[src/hw/rtl/imrt_pkg.sv]
// shared types, codes and defaults for the interval map range table
`timescale 1ns / 1ps
package imrt_pkg;

    // default sizes
    localparam int TABLE_DEPTH_DEF = 64;
    localparam int KEY_BITS_DEF    = 32;
    localparam int VALUE_BITS_DEF  = 32;

    // command codes
    localparam logic CMD_ASSIGN = 1'b0;
    localparam logic CMD_LOOKUP = 1'b1;

    // result status codes
    localparam logic [1:0] ST_DONE  = 2'd0;
    localparam logic [1:0] ST_EMPTY = 2'd1;
    localparam logic [1:0] ST_FULL  = 2'd2;

    // operation broadcast to every cell of the chain
    typedef enum logic [1:0] {
        CELL_HOLD,
        CELL_SHL,
        CELL_INS
    } cell_op_t;

    // sequencer states
    typedef enum logic [2:0] {
        S_IDLE,
        S_CMP,
        S_SEL,
        S_CHK,
        S_DEL,
        S_INSLO,
        S_INSHI,
        S_RES
    } state_t;

endpackage

[src/hw/rtl/imrt_cell.sv]
// one breakpoint cell of the table chain: key, value and compare flags
`timescale 1ns / 1ps
module imrt_cell #(
    parameter int KEY_BITS   = imrt_pkg::KEY_BITS_DEF,
    parameter int VALUE_BITS = imrt_pkg::VALUE_BITS_DEF,
    parameter int CW         = 7,
    parameter int IDX        = 0
) (
    input  logic                  aclk,
    input  imrt_pkg::cell_op_t    op,
    input  logic [CW-1:0]         pos,
    input  logic [KEY_BITS-1:0]   ins_key,
    input  logic [VALUE_BITS-1:0] ins_value,
    input  logic [KEY_BITS-1:0]   left_key,
    input  logic [VALUE_BITS-1:0] left_value,
    input  logic [KEY_BITS-1:0]   right_key,
    input  logic [VALUE_BITS-1:0] right_value,
    input  logic [CW-1:0]         used_count,
    input  logic [KEY_BITS-1:0]   lo,
    input  logic [KEY_BITS-1:0]   hi,
    input  logic [KEY_BITS-1:0]   probe,
    output logic [KEY_BITS-1:0]   key_q,
    output logic [VALUE_BITS-1:0] value_q,
    output logic                  lt_lo,
    output logic                  le_hi,
    output logic                  le_probe
);

    localparam logic [CW-1:0] MY_IDX = CW'(IDX);

    logic [KEY_BITS-1:0]   key_reg, key_next;
    logic [VALUE_BITS-1:0] value_reg, value_next;
    logic                  lt_lo_reg, le_hi_reg, le_probe_reg;
    logic                  in_use;

    assign in_use = (MY_IDX < used_count);

    // shift from the neighbors or load the inserted entry
    always_comb begin
        key_next   = key_reg;
        value_next = value_reg;
        case (op)
            imrt_pkg::CELL_HOLD: begin
            end
            imrt_pkg::CELL_SHL: begin
                if (MY_IDX >= pos) begin
                    key_next   = right_key;
                    value_next = right_value;
                end
            end
            imrt_pkg::CELL_INS: begin
                if (MY_IDX > pos) begin
                    key_next   = left_key;
                    value_next = left_value;
                end else if (MY_IDX == pos) begin
                    key_next   = ins_key;
                    value_next = ins_value;
                end
            end
            default: begin
            end
        endcase
    end

    // entry storage and registered compare flags
    always_ff @(posedge aclk) begin
        key_reg      <= key_next;
        value_reg    <= value_next;
        lt_lo_reg    <= in_use && (key_reg < lo);
        le_hi_reg    <= in_use && (key_reg <= hi);
        le_probe_reg <= in_use && (key_reg <= probe);
    end

    assign key_q    = key_reg;
    assign value_q  = value_reg;
    assign lt_lo    = lt_lo_reg;
    assign le_hi    = le_hi_reg;
    assign le_probe = le_probe_reg;

endmodule

[config.mk]
export PLATFORM = sky130hd
export DESIGN_NAME = imrt_cell
export DESIGN_NICKNAME = d
export VERILOG_FILES = /design/src/hw/rtl/imrt_pkg.sv /design/src/hw/rtl/imrt_cell.sv
export SDC_FILE = /design/constraint.sdc
export NUM_CORES = 1
export LEC_CHECK = 0
export ABC_AREA = 1
export BUFFER_PORTS_ARGS = -buffer_cell sky130_fd_sc_hd__buf_2
export CELL_PAD_IN_SITES_DETAIL_PLACEMENT = 0
export CELL_PAD_IN_SITES_GLOBAL_PLACEMENT = 2
export CORE_MARGIN = 1.5
export CORE_UTILIZATION = 25
export CTS_CLUSTER_DIAMETER = 150
export DETAILED_ROUTE_END_ITERATION = 6
export MAX_ROUTING_LAYER = met4
export PLACE_DENSITY = 0.87
export SLEW_MARGIN = 20
export SYNTH_ARGS = -nofsm -noshare
export SYNTH_HDL_FRONTEND = slang
export SYNTH_SLANG_ARGS = --single-unit
export TNS_END_PERCENT = 30
[constraint.sdc]
create_clock -name aclk -period 8.8 [get_ports aclk]
set_clock_uncertainty 0.05 [all_clocks]
set_input_delay 1.32 -clock aclk [delete_from_list [all_inputs] [get_ports aclk]]
set_output_delay 1.32 -clock aclk [all_outputs]
set_load 0.01 [all_outputs]
==> summary.txt, run 1 <==
Drt
  • Starting DRT DRC Count: 163
  • Via density: around 4
  • Final wirelength: 16.0 mm
  • Post-route ant nets: 0
  • Pre-Repair DR Iteration Count: 4
  • Vias: about 4700
  • WL per Instance: 13.8 um
  • DRC violations left: 0

STA
  • Final Setup Violations: 0
  • Setup TNS: 0 ps
  • Post-route clock period utilization: 39.2%
  • Headroom to the max-slew limit: 33.1%
  • Unrepaired setup endpoints after global routing: no
  • Tmin final: 3450 ps
  • Hold Vio Cnt, Final: 0
  • Slew Limit Fails: 0
  • Max Freq: 290 MHz
  • Slew @ Worst Pin: roughly 1000 ps

Global routing
  • Final global-route overflow total: 0
  • First-pass GRT wire length: 24.5 mm
  • All-Layer GR Usage: between 10% and 20%
  • Number of global-route vias before repair: 4839
  • Pin count of the biggest net entering global routing: 39
  • Initial antenna violation count: 1

Critical path
  • CP Capture Type: register
  • Buf/Inv on CP: 2
  • Critical path type: input pin to register
  • Critical path's largest stage delay: ~870 ps
  • Worst-path cell chain: buf_2 -> or2_4 -> a21oi_4 -> buf_4
  • Worst EP required: 8720 ps
  • Critical path's slowest cell: a21oi_4
  • CP max FO: 38
  • CP delay by family, top: compound AO/OA/AOI/OAI gates
  • Setup crit start kind: input pin
  • Worst Path Arrival: 3370 ps

Logic synthesis
  • Ranking of synthesized cells by area: edfxtp_1 35%, ha_1 21%, mux2_4 13%
  • Area leader, netlist: edfxtp_1
  • Mapped cell area: 0.00556 mm2
  • Synth warn: 0
  • Mapped Cells: 559
  • Synth Area per Inst: between 9 and 10 um2
  • Syn nets: around 960
  • Area share of the largest cell type after synthesis: 34.6%
  • #FFs+latches synth: 67
  • Post-synth cell types: 23
  • Post-synthesis sequential area ratio: 35.7%

Final layout
  • Design Area, Final: 0.00771 mm2
  • Layout overhead on the synthesized area: 38.7%
  • Core Util, Final: 35.3%
  • Most frequent cells in the layout: 307 x buf_2, 117 x inv_1, 95 x ha_1
  • Share of cells above drive strength 1: ~45%
  • Most common cell after layout, fill and taps aside: buf_2
  • Final instance count without filler cells: 1158
  • Nets: 1272

Clock network
  • Maximum buffer depth of the clock tree: 2
  • Clk sink count: 67
  • H-tree depth: 3
  • Post-CTS Resized: 0
  • CTS buffer count: 9
  • CTS tree: built
  • Post-CTS Setup Bufs: 0
  • Clock transition at path regs: 60 ps
  • Clk_lat worst skew: 340 ps
  • CTS root buffer: clkbuf_16
  • Cts hold-fix bufs: 0

Power
  • Leak: 4.26 nW
  • Tot Pwr: 0.000941 W
  • Maximum VDD drop: 0.0895 mV
  • Pwr Density: 122 mW/mm2

Status
  • Outcome: finished clean

Placement
  • Detailed Place HPWL: 13.6 mm
  • PortBufs: 307
  • Gpl congestion: 0.779
  • Dpl cell area: 0.00736 mm2
  • Dpl cells: 1141

Die
  • Initial Util: 25.5%
  • Die area: about 0.023 mm2
  • Top Ports: between 300 and 400
  • Die W: 152 um
  • Core ar.: about 0.022 mm2
  • Row count: 54
  • Die height: 152 um

Worst hold path
  • Worst Hold Class: register to register

Job
  • Max_cap viols: 0
-- area by class of cell --
| class | instances | area, um2 |
|---|---|---|
| clock buffers | 9 | 225 |
| fillers | 2317 | 14100 |
| repair buffers | 309 | 1550 |
| multi-input cells | 368 | 3040 |
| inverters | 117 | 439 |
| diodes | 1 | 2.50 |
| flip-flops and latches | 67 | 1980 |
| well taps | 280 | 350 |
| clock inverters | 7 | 124 |
-- cells in the mapped netlist, drive strengths merged --
library cell	count
inv	117
or2	1
a21o	3
o21ai	9
nand2	94
a21boi	1
nand3	6
o21bai	2
mux2	64
o21a	3
nor2	30
dfxtp	3
nor3	3
a21oi	47
edfxtp	64
buf	7
nand3b	1
nand4	8
ha	95
nor4	1
-- cell families after synthesis --
logic type | after synthesis | synth area share (%)
compound gates | 65 | 6.26
buf+inv | 124 | 9.99
simple gates | 144 | 10.4
fa+ha+maj | 95 | 21.4
mux | 64 | 16.3
flops | 67 | 35.7
-- path summary, 6_finish.rpt --
check	from	endpoint	slack [ps]	cells past startpoint
max	op[0]	value_q[11]$_DFFE_PP_	5350	4
min reg2reg	key_q[31]$_DFFE_PP_	lt_lo$_DFF_P_	880	6
max reg2reg	key_q[15]$_DFFE_PP_	le_hi$_DFF_P_	6990	8
min	key_q[31]$_DFFE_PP_	lt_lo$_DFF_P_	880	6
-- report_power, final --
group	internal (W)	switching, W
clock network	0.000279	0.000147
registers	0.000354	0.000000997
logic	0.0000948	0.0000659
-- per-layer routing --
metal,vias up,track usage [%],share of wire [%]
li1,2506,-,-
met1,2048,17.0,45
met2,179,23.7,48
met3,8,3.17,5.8
met4,0,4.16,1.1
met5,-,-,0
-- metrics by stage --
step | hold WS (ps) | setup slack [ps]
CTS | 897 | 5270
global placement | 876 | 4940
detailed placement | 877 | 4910
global route | 972 | 5180
finish | 883 | 5350
floorplan | 776 | 3250
-- worst register-to-register path, delay by kind of cell, from the launching register on --
family                     cells  cell delay (ps)
AOI/OAI and AO/OA              3              610
DFF                            1              460
adders and majority gates      1              330
and+or+nand+nor                4              260
No activity file was read; power rests on OpenSTA's default activity.
==> inputs of run 2 (changes only) <==
--- a/config.mk
+++ b/config.mk
@@ -10,11 +10,11 @@
 export CELL_PAD_IN_SITES_DETAIL_PLACEMENT = 0
 export CELL_PAD_IN_SITES_GLOBAL_PLACEMENT = 2
 export CORE_MARGIN = 1.5
-export CORE_UTILIZATION = 25
+export CORE_UTILIZATION = 23
 export CTS_CLUSTER_DIAMETER = 150
 export DETAILED_ROUTE_END_ITERATION = 6
 export MAX_ROUTING_LAYER = met4
-export PLACE_DENSITY = 0.87
+export PLACE_DENSITY = 0.81
 export SLEW_MARGIN = 20
 export SYNTH_ARGS = -nofsm -noshare
 export SYNTH_HDL_FRONTEND = slang
==> constraint.sdc (replaced) <==
create_clock -name aclk -period 3.5 [get_ports aclk]
set_clock_uncertainty 0.05 [all_clocks]
set_input_delay 0.525 -clock aclk [delete_from_list [all_inputs] [get_ports aclk]]
set_output_delay 0.525 -clock aclk [all_outputs]
set_load 0.01 [all_outputs]
==> run 2 against run 1 <==
  * Combinational power increased to 2.5 times the previous value
  * Count of clock-buffer cells in the layout unchanged
  * Non-clock buffer count grew 1
  * Sequential share of layout area decreased by 0.12 points
  * Design area increased by 0.49%
  * Cell count is 3.4% higher
  * Hold slack lost 450 ps
  * Via count shrank 0.25%
  * Sequential power increased to 2.5 times the previous value
  * Global-route usage down 1.1 points
  * Utilization down 2.5 points
  * Critical endpoint is now key_q[1]$_DFFE_PP_
  * Largest power group unchanged
==> summary.txt, run 2 (synthesis gave the netlist of run 1 again) <==
Clock network
  • Clk_lat worst skew: 340 ps (about the same)
  • CTS root buffer: clkbuf_16 (unchanged)
  • Cts hold-fix bufs: 0 (unchanged)
  • Maximum buffer depth of the clock tree: 2 (unchanged)
  • Post-CTS Resized: 0 (unchanged)
  • CTS tree: built (unchanged)
  • H-tree depth: 3 (unchanged)
  • Post-CTS Setup Bufs: 0 (unchanged)
  • CTS buffer count: 9 (unchanged)
  • Clock transition at path regs: 70 ps (was 60 ps)
  • Clk sink count: 67 (unchanged)

Global routing
  • Final global-route overflow total: 0 (unchanged)
  • Pin count of the biggest net entering global routing: 65 (was 39)
  • Number of global-route vias before repair: 4556 (was 4839)
  • First-pass GRT wire length: 23.5 mm (was 24.5 mm)
  • Initial antenna violation count: 0 (was 1)
  • All-Layer GR Usage: 13.0% (was 14.2%)

STA
  • Unrepaired setup endpoints after global routing: no (unchanged)
  • Slew @ Worst Pin: 485 ps (was 1000 ps)
  • Slew Limit Fails: 0 (unchanged)
  • Post-route clock period utilization: about 51%
  • Max Freq: about 560 MHz
  • Setup TNS: 0 ps (unchanged)
  • Hold Vio Cnt, Final: 0 (unchanged)
  • Hold_ws: 433 ps (was 883 ps)
  • Tmin final: roughly 1800 ps
  • Headroom to the max-slew limit: 67.6% (was 33.1%)
  • Final Setup Violations: 0 (unchanged)

Status
  • Outcome: finished clean (unchanged)

Die
  • Die area: 0.0251 mm2 (was 0.0231 mm2)
  • Core ar.: 0.0236 mm2 (was 0.0218 mm2)
  • Initial Util: 23.5% (was 25.5%)
  • Row count: 56 (was 54)
  • Top Ports: 372 (unchanged)
  • Die W: 158 um (was 152 um)
  • Die height: 158 um (was 152 um)

Drt
  • Post-route ant nets: 0 (unchanged)
  • Length of routed met3 wiring: 1.09 mm (was 933 um)
  • Final wirelength: 16.4 mm (was 16.0 mm)
  • Starting DRT DRC Count: 127 (was 163)
  • WL per Instance: 13.7 um (was 13.8 um)
  • Pre-Repair DR Iteration Count: 4 (unchanged)
  • M1 WL: 7.20 mm (was 7.23 mm)
  • Vias: 4729 (was 4741)
  • Uppermost layer routed: met4 (unchanged)
  • Via density: 3.95 (was 4.09)
  • DRC violations left: 0 (unchanged)
  • WL met2: 7.91 mm (was 7.64 mm)

Placement
  • Detailed Place HPWL: 14.0 mm (was 13.6 mm)
  • Gpl congestion: 0.782 (was 0.779)
  • PortBufs: 307 (unchanged)

Critical path
  • CP max FO: 20 (was 38)
  • Worst EP required: 3460 ps (was 8720 ps)
  • Critical path's largest stage delay: 360 ps (was 870 ps)
  • CP startpoint: pos[5] (was op[0])
  • Worst Path Arrival: 1760 ps (was 3370 ps)
  • Worst-path cell chain: buf_2 -> nor4_1 -> nand2_1 -> a21oi_4 -> buf_4 (was buf_2 -> or2_4 -> a21oi_4 -> buf_4)
  • CP Depth: 5 (was 4)
  • Worst reg2reg setup slack: 1710 ps (was 6990 ps)
  • Critical path's slowest cell: buf_4 (was a21oi_4)
  • Setup crit start kind: input pin (unchanged)
  • Reg-to-reg startpoint: key_q[19]$_DFFE_PP_ (was key_q[15]$_DFFE_PP_)
  • FF-to-FF End: le_hi$_DFF_P_ (unchanged)
  • CP Capture Type: register (unchanged)
  • Critical path type: input pin to register (unchanged)
  • Buf/Inv on CP: 2 (unchanged)
  • CP delay by family, top: buffers and inverters (was compound AO/OA/AOI/OAI gates)
  • Worst Reg-to-Reg Cells: 8 (unchanged)

Final layout
  • FF/Latch Area: 0.00198 mm2 (unchanged)
  • Multi-input gate area: 0.00304 mm2 (unchanged)
  • Ant diodes: 0 (was 1)
  • Most common cell after layout, fill and taps aside: buf_2 (unchanged)
  • Most frequent cells in the layout: 307 x buf_2, 117 x inv_1, 95 x ha_1 (unchanged)
  • Share of cells above drive strength 1: 44.6% (about the same)
  • Fillers: 2536 (was 2317)
  • Nets: 1273 (was 1272)
  • Layout overhead on the synthesized area: 39.4% (was 38.7%)

Power
  • Pwr Density: 292 mW/mm2 (was 122 mW/mm2)
  • Leak: 4.25 nW (was 4.26 nW)
  • Maximum VDD drop: 0.196 mV (was 0.0895 mV)

Job
  • Max_cap viols: 0 (unchanged)

Worst hold path
  • Hold Crit Endpoint: value_q[15]$_DFFE_PP_ (was lt_lo$_DFF_P_)
  • Worst Hold Class: input pin to register (was register to register)
  • Hold path start: right_value[15] (was key_q[31]$_DFFE_PP_)
  • Cell count of the worst hold path: 2 (was 6)
## run 2: cell types whose count changed in the layout (fill, tap and decap cells not counted)
cell	delta
buf_12	+2
buf_4	-1
bufinv_16	-2
clkinv_4	-2
clkinvlp_4	+1
diode_2	-1
inv_6	+2
inv_8	+1
## run 2: area by class of cell
| cell class | instances | area share, % |
|---|---|---|
| Clock buffer | 9 | 2.91 |
| Inverter | 117 | 5.67 |
| Tap cell | 319 | 5.15 |
| Sequential cell | 67 | 25.6 |
| Timing Repair Buffer | 310 | 20.4 |
| Clock inverter | 7 | 1.07 |
| Multi-Input combinational cell | 368 | 39.2 |
## run 2: worst register-to-register path, stage by stage, from the launching register on
cell,delay [ps]
edfxtp_1,490
ha_1,340
a21oi_1,180
nand2_1,70
nand2_1,70
nand3_1,150
a21oi_1,210
nand2_1,70
a21oi_1,110
## run 2: worst max path at each step
stage | to | slack, ps
6_report | key_q[1]$_DFFE_PP_ | 1700
5_1_grt | le_probe$_DFF_P_ | 1540
4_1_cts | key_q[0]$_DFFE_PP_ | 1680
3_5_place_dp | key_q[0]$_DFFE_PP_ | 1320
3_3_place_gp | key_q[0]$_DFFE_PP_ | 1310
2_1_floorplan | key_q[0]$_DFFE_PP_ | 50
## run 2: power breakdown
| part | switching, W | total [W] | internal [W] |
|---|---|---|---|
| clock | 0.000403 | 0.000968 | 0.000565 |
| sequential | 0.00000262 | 0.000891 | 0.000888 |
| combinational | 0.000167 | 0.000407 | 0.000240 |
| total | 0.000572 | 0.00227 | 0.00169 |
## run 2: layer usage
| metal | GRT usage (%) | vias up |
|---|---|---|
| met3 | 3.18 | 8 |
| met1 | 15.6 | 2024 |
| li1 | - | 2510 |
| met5 | - | - |
| met4 | 3.65 | 0 |
| met2 | 21.8 | 187 |
## run 2: stage by stage
stage	utilization (%)	instance area (um2)	setup WS [ps]	instances	total power [W]
floorplan	-	5560	55.0	559	0.00115
global placement	31.5	7440	1310	1181	0.00132
detailed placement	31.5	7440	1320	1181	0.00132
CTS	32.8	7750	1680	1197	0.00232
global route	32.8	7750	1540	1197	0.00239
finish	32.8	7750	1700	1197	0.00227
==> inputs of run 3 (changes only) <==
==> constraint.sdc (replaced) <==
create_clock -name aclk -period 1.8 [get_ports aclk]
set_clock_uncertainty 0.05 [all_clocks]
set_input_delay 0.27 -clock aclk [delete_from_list [all_inputs] [get_ports aclk]]
set_output_delay 0.27 -clock aclk [all_outputs]
set_load 0.01 [all_outputs]
==> run 3 against run 2 <==
  * Non-clock buffer count is 25 higher
  * Sequential cell count stayed put
  * Hold slack worse by 260 ps
  * Critical path type is now register to register
  * Largest cell class unchanged
==> summary.txt, run 3 (synthesis gave the netlist of run 1 again) <==
Die
  • Top Ports: 372 (unchanged)
  • Die height: 158 um (unchanged)
  • Die area: 0.0251 mm2 (unchanged)
  • Initial Util: 23.5% (unchanged)
  • Die W: 158 um (unchanged)
  • Core ar.: 0.0236 mm2 (unchanged)
  • Row count: 56 (unchanged)

Global routing
  • Initial antenna violation count: 3 (was 0)
  • First-pass GRT wire length: 25.1 mm (was 23.5 mm)
  • Final global-route overflow total: 0 (unchanged)
  • Number of global-route vias before repair: 4825 (was 4556)
  • All-Layer GR Usage: 14.0% (was 13.0%)
  • Pin count of the biggest net entering global routing: 43 (was 65)

Job
  • Max_cap viols: 0 (unchanged)

Critical path
  • CP max FO: 4 (was 20)
  • Critical path type: register to register (was input pin to register)
  • Setup crit start kind: register (was input pin)
  • Worst Reg-to-Reg Cells: 8 (unchanged)
  • Worst Path Arrival: 1930 ps (was 1760 ps)
  • CP Capture Type: register (unchanged)
  • Worst EP required: 1980 ps (was 3460 ps)

STA
  • Tmin final: 1750 ps
  • Max Freq: 571 MHz
  • Final Setup Violations: 0 (unchanged)
  • Post-route clock period utilization: 97.2%
  • Unrepaired setup endpoints after global routing: yes (was no)
  • Hold Vio Cnt, Final: 0 (unchanged)
  • Slew @ Worst Pin: 286 ps (was 485 ps)
  • Headroom to the max-slew limit: 81.0% (was 67.6%)
  • Slew Limit Fails: 0 (unchanged)
  • Setup TNS: 0 ps (unchanged)

Clock network
  • Clk sink count: 67 (unchanged)
  • Clock transition at path regs: 70 ps (about the same)
  • Maximum buffer depth of the clock tree: 2 (unchanged)
  • CTS root buffer: clkbuf_16 (unchanged)
  • H-tree depth: 3 (unchanged)
  • Clk_lat worst skew: 340 ps (about the same)
  • CTS buffer count: 9 (unchanged)
  • CTS tree: built (unchanged)

Final layout
  • Fillers: 2507 (was 2536)
  • Most common cell after layout, fill and taps aside: buf_2 (unchanged)
  • Share of cells above drive strength 1: 49.5% (was 44.6%)
  • Layout overhead on the synthesized area: 46.3% (was 39.4%)
  • Most frequent cells in the layout: 307 x buf_2, 116 x inv_1, 90 x nand2_1 (was 307 x buf_2, 117 x inv_1, 95 x ha_1)
  • Multi-input gate area: 0.00323 mm2 (was 0.00304 mm2)
  • FF/Latch Area: 0.00198 mm2 (unchanged)
  • Nets: 1298 (was 1273)

Drt
  • Via density: 3.98 (was 3.95)
  • Vias: 4878 (was 4729)
  • Starting DRT DRC Count: 91 (was 127)
  • Post-route ant nets: 0 (unchanged)
  • WL per Instance: 14.1 um (was 13.7 um)
  • Pre-Repair DR Iteration Count: 4 (unchanged)
  • Final wirelength: 17.3 mm (was 16.4 mm)
  • DRC violations left: 0 (unchanged)

Power
  • Tot Pwr: 0.00428 W (was 0.00227 W)
  • Maximum VDD drop: 0.415 mV (was 0.196 mV)
  • Pwr Density: 526 mW/mm2 (was 292 mW/mm2)
  • Leak: 4.38 nW (was 4.25 nW)

Status
  • Outcome: finished clean (unchanged)

Placement
  • Detailed Place HPWL: 14.9 mm (was 14.0 mm)
  • Gpl congestion: 0.822 (was 0.782)
  • PortBufs: 307 (unchanged)

Worst hold path
  • Worst Hold Class: input pin to register (unchanged)
  • Cell count of the worst hold path: 2 (unchanged)
==> run 3: cell types whose count changed in the layout (fill, tap and decap cells not counted), moves of 4 or more <==
cell	change
a21oi_1	-7
a21oi_2	+7
ha_1	-9
nor2_1	-8
ha_4	+9
nand2_1	-4
buf_4	+23
nor2_2	+5
==> run 3: final cells by class <==
cell class / instances / share of cell area, %
antenna: 3 / 0.0923
clock buffer: 9 / 2.77
clock inverter: 7 / 0.631
inverter: 117 / 5.43
multi-input combinational: 368 / 39.7
sequential: 67 / 24.4
tap: 319 / 4.91
timing repair buffer: 335 / 22.1
==> run 3: routing by layer <==
layer  vias to the layer above  track usage, %  wire length [um]
met1                      2128            16.1              7310
met5                         -               -                 0
li1                       2566               -                 -
met3                         9            3.32              1030
met4                         0            3.20               111
met2                       175            24.7              8840
==> run 3: metrics by stage <==
| step | setup slack [ps] | util (%) | hold slack [ps] | cell area, um2 | cells |
|---|---|---|---|---|---|
| floorplan | -579 | - | 437 | 5570 | 559 |
| global placement | 80.4 | 32.2 | 520 | 7600 | 1199 |
| detailed placement | 59.2 | 32.2 | 523 | 7600 | 1199 |
| CTS | 31.7 | 33.4 | 153 | 7880 | 1215 |
| global route | -34.2 | 34.4 | 158 | 8130 | 1225 |
| finish | 49.8 | 34.4 | 173 | 8130 | 1225 |
==> run 3: worst paths after layout <==
| path | startpoint | to | slack (ps) |
|---|---|---|---|
| max | key_q[23]$_DFFE_PP_ | lt_lo$_DFF_P_ | 50 |
| min reg2reg | key_q[22]$_DFFE_PP_ | le_hi$_DFF_P_ | 890 |
| min | right_key[26] | key_q[26]$_DFFE_PP_ | 170 |
| max reg2reg | key_q[23]$_DFFE_PP_ | lt_lo$_DFF_P_ | 50 |
==> run 3: critical path, stage by stage, from the launching register on <==
cell	delay, ps
edfxtp_1	510
buf_4	190
buf_4	130
ha_4	270
nand2_2	80
o21ai_1	150
a21oi_1	60
o21ai_0	160
a21oi_1	50
==> run 3: timing repair <==
| action | CTS | global route |
|---|---|---|
| setup buffers | 0 | 7 |
| endpoints found under the setup margin | 0 | 3 |
| hold buffers | 0 | 0 |
| endpoints found under the hold margin | 0 | 0 |
| resized for setup | 0 | 35 |
==> run 3: report_power, final <==
part | switching (W) | internal [W] | leakage (nW) | total [W]
sequential | 0.00000592 | 0.00173 | 0.601 | 0.00173
clock | 0.000757 | 0.000940 | 0.132 | 0.00170
combinational | 0.000352 | 0.000496 | 3.65 | 0.000848
total | 0.00111 | 0.00316 | 4.38 | 0.00428
